$ cat config.mk
export PLATFORM = sky130hd
export DESIGN_NAME = fixed_pool_slot_allocator_flat
export DESIGN_NICKNAME = d
export VERILOG_FILES = /design/src/rtl/fpsa_pkg.sv /design/src/rtl/fpsa_if.sv /design/src/rtl/fixed_pool_slot_allocator.sv /design/src/flat_wrapper.sv
export SDC_FILE = /design/constraint.sdc
export NUM_CORES = 1
export LEC_CHECK = 0
export ABC_CLOCK_PERIOD_IN_PS = 4700
export BUFFER_PORTS_ARGS = -buffer_cell sky130_fd_sc_hd__clkbuf_2
export CAP_MARGIN = 25
export CORE_MARGIN = 2
export CORE_UTILIZATION = 30
export CTS_BUF_LIST = sky130_fd_sc_hd__clkbuf_8
export CTS_CLUSTER_SIZE = 40
export DETAILED_ROUTE_END_ITERATION = 8
export GPL_TIMING_DRIVEN = 1
export PLACE_DENSITY_LB_ADDON = 0.12
export SLEW_MARGIN = 20
export SYNTH_ARGS = -nofsm -noshare
export SYNTH_HDL_FRONTEND = slang
export SYNTH_SLANG_ARGS = --single-unit
$ cat constraint.sdc
create_clock -name clk -period 4.7 [get_ports clk]
set_input_delay 0 -clock clk [delete_from_list [all_inputs] [get_ports clk]]
set_output_delay 0 -clock clk [all_outputs]
set_load 0.01 [all_outputs]
$ cat src/rtl/fpsa_pkg.sv
// Package for the fixed pool slot allocator.
// Holds pool sizing constants, request codes and result status codes.
// No dependencies.
`timescale 1ns / 1ps

package fpsa_pkg;

	// Pool geometry.
	localparam int SLOTS   = 64;
	localparam int IDX_W   = (SLOTS > 1) ? $clog2(SLOTS) : 1;
	localparam int CNT_W   = $clog2(SLOTS + 1);

	// Fixed field widths of the channels and the register.
	localparam int POOL_W  = 7;
	localparam int COORD_W = 32;
	localparam int SLOT_W  = 8;
	localparam int GRANT_W = 6;
	localparam int FREE_W  = 7;

	// Request codes.
	typedef enum logic {
		REQ_ACQUIRE = 1'b0,
		REQ_RELEASE = 1'b1
	} req_type_t;

	// Result status codes.
	typedef enum logic [2:0] {
		STS_ACQUIRED  = 3'd0,
		STS_EMPTY     = 3'd1,
		STS_RELEASED  = 3'd2,
		STS_NULL      = 3'd3,
		STS_RANGE     = 3'd4,
		STS_ALREADY   = 3'd5
	} status_t;

endpackage

$ cat src/rtl/fpsa_if.sv
// Valid/ready channel interfaces for the slot allocator requests and results.
// Depends on fpsa_pkg for field widths and codes.
`timescale 1ns / 1ps

interface fpsa_req_if;
	import fpsa_pkg::*;

	logic                 valid;
	logic                 ready;
	logic                 req_type;
	logic [COORD_W-1:0]   spawn_x;
	logic [COORD_W-1:0]   spawn_y;
	logic [SLOT_W-1:0]    slot_index;
	logic                 handle_null;

	modport source (output valid, req_type, spawn_x, spawn_y, slot_index, handle_null,
		input ready);
	modport sink (input valid, req_type, spawn_x, spawn_y, slot_index, handle_null,
		output ready);
endinterface

interface fpsa_rsp_if;
	import fpsa_pkg::*;

	logic                 valid;
	logic                 ready;
	logic [2:0]           status;
	logic [GRANT_W-1:0]   granted_slot;
	logic [FREE_W-1:0]    free_count;

	modport source (output valid, status, granted_slot, free_count, input ready);
	modport sink (input valid, status, granted_slot, free_count, output ready);
endinterface

$ cat src/rtl/fixed_pool_slot_allocator.sv
// Fixed pool slot allocator: LIFO free-index stack in a synchronous memory.
// Flow: the request is captured at acceptance, and ST_EXEC registers the result.
// Issue: no new request is taken until ST_EXEC is over and the result register is free;
// the stack memory is read at acceptance and the pop or push writes back in ST_EXEC, before the next read.
// Reset: asynchronous; the pool is full at 64 slots, no slot is in use, and the
// stack needs no clearing pass because per-entry valid bits supply its fill.
`timescale 1ns / 1ps

module fixed_pool_slot_allocator
	import fpsa_pkg::*;
(
	input  logic              clk,
	input  logic              arst_n,
	input  logic              cfg_we,
	input  logic [POOL_W-1:0] cfg_wdata,
	fpsa_req_if.sink          req,
	fpsa_rsp_if.source        rsp
);

	typedef enum logic {
		ST_IDLE,
		ST_EXEC
	} state_t;

	state_t              state_q;
	logic [POOL_W-1:0]   pool_size_q;
	logic [CNT_W-1:0]    depth_q;
	logic [SLOTS-1:0]    stack_vld_q;
	logic [SLOTS-1:0]    busy_q;
	logic                rsp_vld_q;
	logic [2:0]          rsp_status_q;
	logic [GRANT_W-1:0]  rsp_grant_q;
	logic [FREE_W-1:0]   rsp_free_q;

	// Captured request and stack read data.
	logic                req_type_s1;
	logic [COORD_W-1:0]  spawn_x_s1;
	logic [COORD_W-1:0]  spawn_y_s1;
	logic [SLOT_W-1:0]   slot_index_s1;
	logic                handle_null_s1;
	logic [IDX_W-1:0]    stack_rd_s1;

	// Memories: the free-index stack and the per-slot coordinate words.
	logic [IDX_W-1:0]         stack_mem [SLOTS];
	logic [2*COORD_W-1:0]     coord_mem [SLOTS];

	logic                req_acc;
	logic                exec;
	logic [CNT_W-1:0]    eff_size;
	logic [CNT_W-1:0]    cfg_eff;
	logic [IDX_W-1:0]    top_addr;
	logic [IDX_W-1:0]    push_addr;
	logic [IDX_W-1:0]    rel_slot;
	logic [IDX_W-1:0]    pop_slot;
	logic                is_acq;
	logic                pop_en;
	logic                range_bad;
	logic                rel_ok;
	logic                push_en;
	logic [CNT_W-1:0]    depth_nxt;
	status_t             status_nxt;

	// Effective pool size saturates at the number of physical slots.
	assign eff_size = (32'(pool_size_q) > SLOTS) ? CNT_W'(SLOTS) : CNT_W'(pool_size_q);
	assign cfg_eff  = (32'(cfg_wdata) > SLOTS) ? CNT_W'(SLOTS) : CNT_W'(cfg_wdata);

	// Handshake: take a request only when idle and the result register is free.
	assign req.ready = (state_q == ST_IDLE) && (!rsp_vld_q || rsp.ready);
	assign req_acc   = req.valid && req.ready;
	assign exec      = (state_q == ST_EXEC);

	assign rsp.valid        = rsp_vld_q;
	assign rsp.status       = rsp_status_q;
	assign rsp.granted_slot = rsp_grant_q;
	assign rsp.free_count   = rsp_free_q;

	// Stack addresses: top entry for a pop, next free entry for a push.
	assign top_addr  = IDX_W'(depth_q - CNT_W'(1));
	assign push_addr = IDX_W'(depth_q);
	assign rel_slot  = IDX_W'(slot_index_s1);

	// An entry never written since the last refill holds its initial index.
	assign pop_slot = stack_vld_q[top_addr] ? stack_rd_s1 : IDX_W'(eff_size - depth_q);

	// Decode the captured request against the state and the stack entry read at acceptance.
	always_comb begin
		is_acq     = (req_type_s1 == REQ_ACQUIRE);
		pop_en     = 1'b0;
		push_en    = 1'b0;
		range_bad  = (32'(slot_index_s1) >= 32'(eff_size));
		rel_ok     = 1'b0;
		depth_nxt  = depth_q;
		status_nxt = STS_ACQUIRED;
		if (is_acq) begin
			if (depth_q == '0) begin
				status_nxt = STS_EMPTY;
			end else begin
				pop_en    = exec;
				depth_nxt = depth_q - CNT_W'(1);
			end
		end else if (handle_null_s1) begin
			status_nxt = STS_NULL;
		end else if (range_bad) begin
			status_nxt = STS_RANGE;
		end else if (!busy_q[rel_slot]) begin
			status_nxt = STS_ALREADY;
		end else begin
			status_nxt = STS_RELEASED;
			rel_ok     = exec;
			if (32'(depth_q) < SLOTS) begin
				push_en   = exec;
				depth_nxt = depth_q + CNT_W'(1);
			end
		end
	end

	// Capture the request payload at acceptance.
	always_ff @(posedge clk) begin
		if (req_acc) begin
			req_type_s1    <= req.req_type;
			spawn_x_s1     <= req.spawn_x;
			spawn_y_s1     <= req.spawn_y;
			slot_index_s1  <= req.slot_index;
			handle_null_s1 <= req.handle_null;
		end
	end

	// Free-index stack memory: read at acceptance, written back on a push.
	always_ff @(posedge clk) begin
		if (req_acc) begin
			stack_rd_s1 <= stack_mem[top_addr];
		end
		if (push_en) begin
			stack_mem[push_addr] <= rel_slot;
		end
	end

	// Coordinate store: written on every granted acquire.
	always_ff @(posedge clk) begin
		if (pop_en) begin
			coord_mem[pop_slot] <= {spawn_y_s1, spawn_x_s1};
		end
	end

	// Control state, pool bookkeeping and the result register.
	always_ff @(posedge clk or negedge arst_n) begin
		if (!arst_n) begin
			state_q      <= ST_IDLE;
			pool_size_q  <= POOL_W'(64);
			depth_q      <= (SLOTS > 64) ? CNT_W'(64) : CNT_W'(SLOTS);
			stack_vld_q  <= '0;
			busy_q       <= '0;
			rsp_vld_q    <= 1'b0;
			rsp_status_q <= STS_ACQUIRED;
			rsp_grant_q  <= '0;
			rsp_free_q   <= '0;
		end else begin
			if (rsp_vld_q && rsp.ready) begin
				rsp_vld_q <= 1'b0;
			end
			unique case (state_q)
				ST_IDLE: begin
					if (cfg_we) begin
						pool_size_q <= cfg_wdata;
						depth_q     <= cfg_eff;
						stack_vld_q <= '0;
						busy_q      <= '0;
					end else if (req_acc) begin
						state_q <= ST_EXEC;
					end
				end
				ST_EXEC: begin
					state_q      <= ST_IDLE;
					depth_q      <= depth_nxt;
					rsp_vld_q    <= 1'b1;
					rsp_status_q <= status_nxt;
					rsp_grant_q  <= pop_en ? GRANT_W'(pop_slot) : '0;
					rsp_free_q   <= FREE_W'(depth_nxt);
					if (pop_en) begin
						busy_q[pop_slot] <= 1'b1;
					end
					if (rel_ok) begin
						busy_q[rel_slot] <= 1'b0;
					end
					if (push_en) begin
						stack_vld_q[push_addr] <= 1'b1;
					end
				end
				default: begin
					state_q <= ST_IDLE;
				end
			endcase
		end
	end

`ifndef SYNTH
	// The free stack never holds more indices than the pool has slots.
	a_depth_bound: assert property (@(posedge clk) disable iff (!arst_n)
		depth_q <= eff_size)
		else $error("free stack deeper than the pool");

	// A popped slot must not already be in use.
	a_pop_free: assert property (@(posedge clk) disable iff (!arst_n)
		pop_en |-> !busy_q[pop_slot])
		else $error("granted a slot that is already in use");

	// A new result appears only at the end of the execute cycle.
	a_rsp_timing: assert property (@(posedge clk) disable iff (!arst_n)
		$rose(rsp_vld_q) |-> $past(state_q == ST_EXEC))
		else $error("result raised outside the execute cycle");

	// Only a successful acquire carries a nonzero granted slot.
	a_grant_zero: assert property (@(posedge clk) disable iff (!arst_n)
		(rsp_vld_q && rsp_status_q != STS_ACQUIRED) |-> (rsp_grant_q == '0))
		else $error("granted slot set on a result that grants nothing");
`endif

endmodule
$ cat src/flat_wrapper.sv
// flat-port wrapper written by rule: the top's interface ports become plain ports
module fixed_pool_slot_allocator_flat import fpsa_pkg::*;
  (clk, arst_n, cfg_we, cfg_wdata, req_valid, req_req_type, req_spawn_x, req_spawn_y, req_slot_index, req_handle_null, req_ready, rsp_valid, rsp_status, rsp_granted_slot, rsp_free_count, rsp_ready);
  fpsa_req_if req_i ();
  fpsa_rsp_if rsp_i ();
  input  logic clk;
  input  logic arst_n;
  input  logic cfg_we;
  input  logic [POOL_W-1:0] cfg_wdata;
  input wire logic [$bits(req_i.valid)-1:0] req_valid;
  input wire logic [$bits(req_i.req_type)-1:0] req_req_type;
  input wire logic [$bits(req_i.spawn_x)-1:0] req_spawn_x;
  input wire logic [$bits(req_i.spawn_y)-1:0] req_spawn_y;
  input wire logic [$bits(req_i.slot_index)-1:0] req_slot_index;
  input wire logic [$bits(req_i.handle_null)-1:0] req_handle_null;
  output wire logic [$bits(req_i.ready)-1:0] req_ready;
  output wire logic [$bits(rsp_i.valid)-1:0] rsp_valid;
  output wire logic [$bits(rsp_i.status)-1:0] rsp_status;
  output wire logic [$bits(rsp_i.granted_slot)-1:0] rsp_granted_slot;
  output wire logic [$bits(rsp_i.free_count)-1:0] rsp_free_count;
  input wire logic [$bits(rsp_i.ready)-1:0] rsp_ready;
  assign req_i.valid = req_valid;
  assign req_i.req_type = req_req_type;
  assign req_i.spawn_x = req_spawn_x;
  assign req_i.spawn_y = req_spawn_y;
  assign req_i.slot_index = req_slot_index;
  assign req_i.handle_null = req_handle_null;
  assign req_ready = req_i.ready;
  assign rsp_valid = rsp_i.valid;
  assign rsp_status = rsp_i.status;
  assign rsp_granted_slot = rsp_i.granted_slot;
  assign rsp_free_count = rsp_i.free_count;
  assign rsp_i.ready = rsp_ready;
  fixed_pool_slot_allocator u_core (.clk(clk), .arst_n(arst_n), .cfg_we(cfg_we), .cfg_wdata(cfg_wdata), .req(req_i), .rsp(rsp_i));
endmodule
## Word level (Yosys, flattened, before mapping)

Memories as Yosys holds them, arrays and structs flattened. A register that Yosys moved wholly into a read port is not among the register bits.
Index checks and enable logic that the tools add are counted.

| word-level totals | value |
|---|---|
| bits in registers | 170 |
| latch bits | 0 |
| RAM bits | 384 |
| memory bits (read-only) | 0 |
| bits of input ports | 86 |
| output and inout bits | 18 |
| word-level logic and storage cells | 98 |
| memories | 1 |

Memory list:

| name | depth | bits a word | rd ports | clocked after memory_dff | write ports | line | source |
|---|---|---|---|---|---|---|---|
| u_core.stack_mem | 64 | 6 | 1 | 1 | 1 | fixed_pool_slot_allocator.sv:44 | `logic [IDX_W-1:0] stack_mem [SLOTS];` |

| operators by class | value |
|---|---|
| $add $sub $neg | 3 |
| $mul | 0 |
| div/mod/pow operators | 0 |
| $lt $le $gt $ge | 11 |
| equality and inequality tests | 2 |
| shift-type cells | 0 |
| muxes and demuxes | 52 |
| bitwise gates (word level) | 5 |
| reduce and logical (&&, ||, !) cells | 12 |

Operators by type and width:

| kind | count |
|---|---|
| 2-to-1 mux 64 bit | 5 |
| case mux 64 bit (2 select lines) | 2 |
| bitwise OR 64 bit | 2 |
| AND 64 bit | 1 |
| inverter 64 bit | 1 |
| 2-to-1 mux 7 bit | 9 |
| less-than comparator 6 x 7 -> 1 bit, second input constant | 4 |
| 2-to-1 mux 1 bit | 23 |
| demux 1 bit (select 6 bit) | 3 |
| >= comparator 6 x 1 -> 1 bit, second input constant | 3 |
| > comparator 7 bit, second input constant | 2 |
| case mux 7 bit (2 select lines) | 1 |
| binary-select mux 1 bit (select 6 bit) | 2 |
| 2-to-1 mux 3 bit | 4 |
| 2-to-1 mux 6 bit | 2 |
| >= comparator 8 x 7 -> 1 bit | 1 |
| adder 7 x 1 -> 7 bit, second input constant | 1 |
| zero test 7 bit | 1 |
| less-than comparator 7 bit, second input constant | 1 |
| subtractor 7 x 1 -> 7 bit, second input constant | 1 |
| logical AND 1 bit | 6 |
| subtractor 6 bit | 1 |
| != test 2 bit, second input constant | 2 |
| AND reduction 2 bit | 2 |
| 5 further kinds | 5 |

## Longest topological paths before layout

| logic depth | value |
|---|---|
| depth after elaboration | 14 |
| mapped depth | 15 |
| depth with buffers taken out | 13 |

## Least setup slack after synthesis

OpenSTA, ideal clock, no wires.

| timing | value |
|---|---|
| kind | register to register |
| start point | register u_core.slot_index_s1[0] |
| end point | memory u_core.stack_mem[12][0] in the netlist's numbering (enable) |
| library setup time | 0.350 ns |
| data arrival time | 4.071 ns |
| data required time | 4.350 ns |
| slack | 0.279 ns |
| stages on the path, launching flop included | 15 |
| path buffers | 4 |
| clock period less this slack | 4.421 ns |
| cell sequence | edfxtp_1 -> buf_2 -> clkinv_1 -> ha_1 -> nand2b_1 -> a21o_1 -> a21o_1 -> a21oi_1 -> o211ai_1 -> or2_1 -> buf_2 -> or3_1 -> clkbuf_1 -> buf_2 -> nor2_1 |

| on the way | value |
|---|---|
| word-level cells in the longest chain between the ends | 8 |
| elaborated cells on any way between the ends | 9 |
| those cells by class | order compare: 1; mux: 8 |

RTL lines:

| element | line | source |
|---|---|---|
| from (decl) | fixed_pool_slot_allocator.sv:39 | `logic [SLOT_W-1:0] slot_index_s1;` |
| from (signal assigned) | fixed_pool_slot_allocator.sv:123 | `slot_index_s1 <= req.slot_index;` |
| binary-select mux 1 bit (select 6 bit) | fixed_pool_slot_allocator.sv:105 | `end else if (!busy_q[rel_slot]) begin` |
| 2-to-1 mux 1 bit (implied by the code) | fixed_pool_slot_allocator.sv:105 |  |
| 2-to-1 mux 1 bit | fixed_pool_slot_allocator.sv:105 |  |
| 2-to-1 mux 1 bit * | fixed_pool_slot_allocator.sv:103 | `end else if (range_bad) begin` |
| 2-to-1 mux 1 bit * | fixed_pool_slot_allocator.sv:101 | `end else if (handle_null_s1) begin` |
| 2-to-1 mux 1 bit * | fixed_pool_slot_allocator.sv:94 | `if (is_acq) begin` |
| 2-to-1 mux 1 bit * | fixed_pool_slot_allocator.sv:133 | `if (push_en) begin` |
| 2-to-1 mux 1 bit (implied by the code) * | fixed_pool_slot_allocator.sv:134 | `stack_mem[push_addr] <= rel_slot;` |
| to (decl) | fixed_pool_slot_allocator.sv:44 |  |

Every way passes the cells marked *; elsewhere a longest branch is shown, timed or not. The select of a mux whose other input is x is not followed.

## Worst setup path in the final report

| timing | value |
|---|---|
| start point | register u_core.depth_q[0] |
| end point | register u_core.busy_q[59] |

| on the way | value |
|---|---|
| word-level cells in the longest chain between the ends | 14 |
| elaborated cells on any way between the ends | 19 |
| those cells by class | add/sub: 2; order compare: 2; mux: 11; bitwise: 2; reduce/logical: 2 |

RTL lines:

| element | line | source |
|---|---|---|
| from (decl) | fixed_pool_slot_allocator.sv:27 | `logic [CNT_W-1:0] depth_q;` |
| from (signal assigned) | fixed_pool_slot_allocator.sv:150 | `depth_q <= (SLOTS > 64) ? CNT_W'(64) : CNT_W'(SLOTS);` |
| from (signal assigned) | fixed_pool_slot_allocator.sv:165 | `depth_q <= cfg_eff;` |
| from (signal assigned) | fixed_pool_slot_allocator.sv:174 | `depth_q <= depth_nxt;` |
| subtractor 7 x 1 -> 7 bit | fixed_pool_slot_allocator.sv:78 | `assign top_addr = IDX_W'(depth_q - CNT_W'(1));` |
| binary-select mux 1 bit (select 6 bit) | fixed_pool_slot_allocator.sv:83 | `assign pop_slot = stack_vld_q[top_addr] ? stack_rd_s1 : IDX_W'(eff_size - depth_q);` |
| 2-to-1 mux 1 bit (implied by the code) | fixed_pool_slot_allocator.sv:83 |  |
| 2-to-1 mux 6 bit | fixed_pool_slot_allocator.sv:83 |  |
| less-than comparator 6 x 7 -> 1 bit (implied by the code) or >= comparator 6 x 1 -> 1 bit (tied branches) | fixed_pool_slot_allocator.sv:180 | `busy_q[pop_slot] <= 1'b1;` |
| logical AND 1 bit (implied by the code) | fixed_pool_slot_allocator.sv:180 |  |
| 2-to-1 mux 1 bit (implied by the code) | fixed_pool_slot_allocator.sv:180 |  |
| demux 1 bit (select 6 bit) | n/a |  |
| bitwise OR 64 bit (no source line) | n/a |  |
| 2-to-1 mux 64 bit * | fixed_pool_slot_allocator.sv:179 | `if (pop_en) begin` |
| 2-to-1 mux 64 bit * | fixed_pool_slot_allocator.sv:161 | `unique case (state_q)` |
| AND 64 bit (no source line) | n/a |  |
| 2-to-1 mux 64 bit * | fixed_pool_slot_allocator.sv:182 | `if (rel_ok) begin` |
| case mux 64 bit (2 select lines) * | fixed_pool_slot_allocator.sv:161 |  |
| to (signal assigned) | fixed_pool_slot_allocator.sv:167 | `busy_q <= '0;` |
| to (signal, indexed assignment) | fixed_pool_slot_allocator.sv:180 |  |
| to (signal, indexed assignment) | fixed_pool_slot_allocator.sv:183 | `busy_q[rel_slot] <= 1'b0;` |
| to (decl) | fixed_pool_slot_allocator.sv:29 | `logic [SLOTS-1:0] busy_q;` |

Marks and branches as above.
A chain may end at the register's enable or synchronous reset.

==> results.yml <==
run_status:
  status: "finished, final reports clean"
layout:
  syn_to_final_growth_pct: 17.6
  fin_cells: 2962
  post-route-util_pct: 35.5
  stdcell_area_um2: 29100
  layout-drive-gt1-share_pct: 24.9
  layout.cells.most_common: "edfxtp_1"
  final_net_count: 1915
  final_cell_mix: "edfxtp_1, dfrtp_1, mux4_2"
yosys:
  ys_seq_area_share_pct: 64.8
  synth-async-reset-ratio_pct: 28.6
  synth.distinct_cells: 70
  syn_area_um2: 24700
  synth_flop_cell: "edfxtp_1"
  synth_fp_nets: 1740
  synthCells: 1638
  avgSynthCellArea_um2: 15.1
  synth_edf_count: 400
  yosys_warnings: 0
  ys_ff_latch: 560
clocking:
  ctsRootBufferMaster: "clkbuf_8"
  cts_resized: 0
  cts.hold.buffers_added: 34
  clock_path_buffers: 3
  path_clk_slew_ns: 0.07
  cts_max_level: 3
  cts_tree: "built"
  clock_sinks: 560
  numCtsBuffers: 97
  post_cts_buffers: 0
  insertion_delay_ns: 0.71
setup_path:
  slowest_stage: "xnor2_2"
  startpoint: "u_core.depth_q[0]$_DFFE_PN0P_"
  end_kind: "flop"
  cp.arrival_ns: 4.74
  r2r-start: "u_core.depth_q[0]$_DFFE_PN0P_"
  cp_top_family: "buffers and inverters"
  crit_fanout: 27
  cp_common_cell: "mux2i_1"
  critPathBufInv: 4
  crit_path_start_kind: "flop"
  worstPathRequired_ns: 5.27
  rrSetupSlack_ns: 0.53
  path_class: "reg2reg"
  cpPeakStageDelay_ns: 0.76
  cp_cell_sequence: "inv_1, ha_1, xnor2_2, buf_12, mux4_2, mux2i_1, mux2i_1, a221oi_2, buf_4, nand2_1, mux2i_1, buf_4, o22ai_1"
power_and_ir_drop:
  p_clk_share_pct: 33.9
  switching_share_pct: 30.5
  power_density_nw_per_um2: 427
  power.leakage_uw: 0.0106
  max-vdd-ir-drop_mv: 0.214
  comb_power_share_pct: 21.2
  sequentialPowerShare_pct: 45.0
  power_switching_uw: 3780
  p_int_uw: 8620
route:
  drtPass1Iterations: 8
  routedWlPerCell_um: 25.2
  drtIter0Drc: 1212
  drc_errors: 0
  wirelength_mm: 74.6
  ant_nets: 0
  vias: 15620
  viasPerCell: 5.27
placed_design:
  dp_cells: 2750
  gp_congestion: 0.820
  io_buffer_count: 39
  postPlaceCellArea_um2: 26900
  dpl.hpwl_mm: 47.1
  pre_cts_ws_ns: 0.488
sta:
  fin_crit_ns: 4.17
  clock.fmax_ghz: 0.240
  finClkSkew_ns: 0.0243
  finalSetupTns_ns: 0
  worst_slew_pin_slew_ns: 1.04
  slew_viol_final: 0
  rsz0062_at_grt: "false"
  period_share_pct: 88.7
  setup_viol: 0
  final_hold_viol_count: 0
  max-slew-margin-rel_pct: 30.1
  finalWorstSetupSlack_ns: 0.529
grt:
  gr-max-usage-layer: "met2"
  first_global_vias: 16074
  grt_overflow: 0
  met3_usage_pct: 2.76
  grt_first_pass_wirelength_mm: 111
  met2_usage_pct: 28.2
  grtUsageTotal_pct: 17.6
  met1_usage_pct: 24.6
  grt_max_degree: 104
  antenna_found_initial: 1
floorplanning:
  fp.dieH_um: 291
  rows: 105
  pin_count: 104
  coreArea_um2: 81800
  die_area_um2: 84700
  die_w_um: 291
  initial_core_util_pct: 30.2
worst_hold_path:
  hp-class: "in2reg"
  min_from: "req_valid"
run:
  maxCapViolCount: 0
==> worst paths after layout <==
path,endpoint,cells after the start
max,u_core.busy_q[59]$_DFFE_PN0P_,13
min,u_core.slot_index_s1[1]$_DFFE_PP_,2
max reg2reg,u_core.busy_q[59]$_DFFE_PN0P_,13
min reg2reg,u_core.stack_vld_q[27]$_DFFE_PN0P_,1
max in group asynchronous,u_core.depth_q[0]$_DFFE_PN0P_,4
min in group asynchronous,u_core.pool_size_q[6]$_DFFE_PN1P_,3
==> power groups by stage <==
stage	combinational, µW	sequential [µW]	clock [µW]
after global routing	2800	5580	4570
after floorplan	1600	5640	0
after global placement	2620	5670	0
after CTS	2670	5570	4360
after detailed placement	2640	5670	0
final	2620	5580	4200
==> cells by family after synthesis <==
family	after synthesis	share of synthesized area, %
adders and majority gates	16	0.840
xor gates and xnor gates	13	0.491
DFF	560	64.8
buffers and inverters	153	2.63
muxes	186	15.2
AOI/OAI and AO/OA	291	8.11
and+or+nand+nor	419	7.99
==> metrics by stage <==
stage	hold WS, ns	total power (µW)
global route	0.108	13000
finish	0.112	12400
CTS	0.0781	12600
floorplan	-0.296	7240
global placement	0.151	8290
detailed placement	0.150	8310
==> state kept, by name, indices dropped and copies added, names as in the netlist, 3 cells and up <==
name / count
u_core.rsp.free_count: 7
u_core.busy_q: 64
u_core.rsp.granted_slot: 6
u_core.rsp.status: 3
u_core.stack_mem: 384
u_core.depth_q: 7
u_core.slot_index_s1: 8
u_core.pool_size_q: 7
u_core.stack_vld_q: 64
u_core.stack_rd_s1: 6
==> cell usage after synthesis, types with 16 or more instances <==
master | count | area, µm²
edfxtp_1 | 400 | 12000
dfrtp_1 | 158 | 3950
mux4_2 | 148 | 3330
nand2_1 | 147 | 552
nor2_1 | 80 | 300
nor3_1 | 79 | 395
clkbuf_1 | 76 | 285
o21ai_0 | 57 | 285
a31oi_1 | 43 | 269
a21oi_1 | 33 | 165
o22ai_1 | 33 | 206
a311o_1 | 31 | 310
and3_1 | 31 | 194
buf_2 | 27 | 135
inv_1 | 27 | 101
a21o_1 | 24 | 180
mux2i_1 | 21 | 210
nand3_1 | 17 | 85.1
mux2_2 | 16 | 180
==> layer usage <==
metal	routed length [µm]	up-vias
li1	-	6855
met1	34000	8186
met2	35300	438
met3	3260	141
met4	2120	0
met5	0	-
==> area by class of cell <==
type | instances | area (µm²)
fill | 7934 | 52800
antenna | 1 | 2.50
multi-input combinational | 925 | 8130
inverter | 31 | 116
clock buffer | 103 | 1420
sequential | 560 | 16000
tap | 1070 | 1340
timing repair buffer | 198 | 1670
clock inverter | 74 | 378
(Power assumes the default switching activity.)
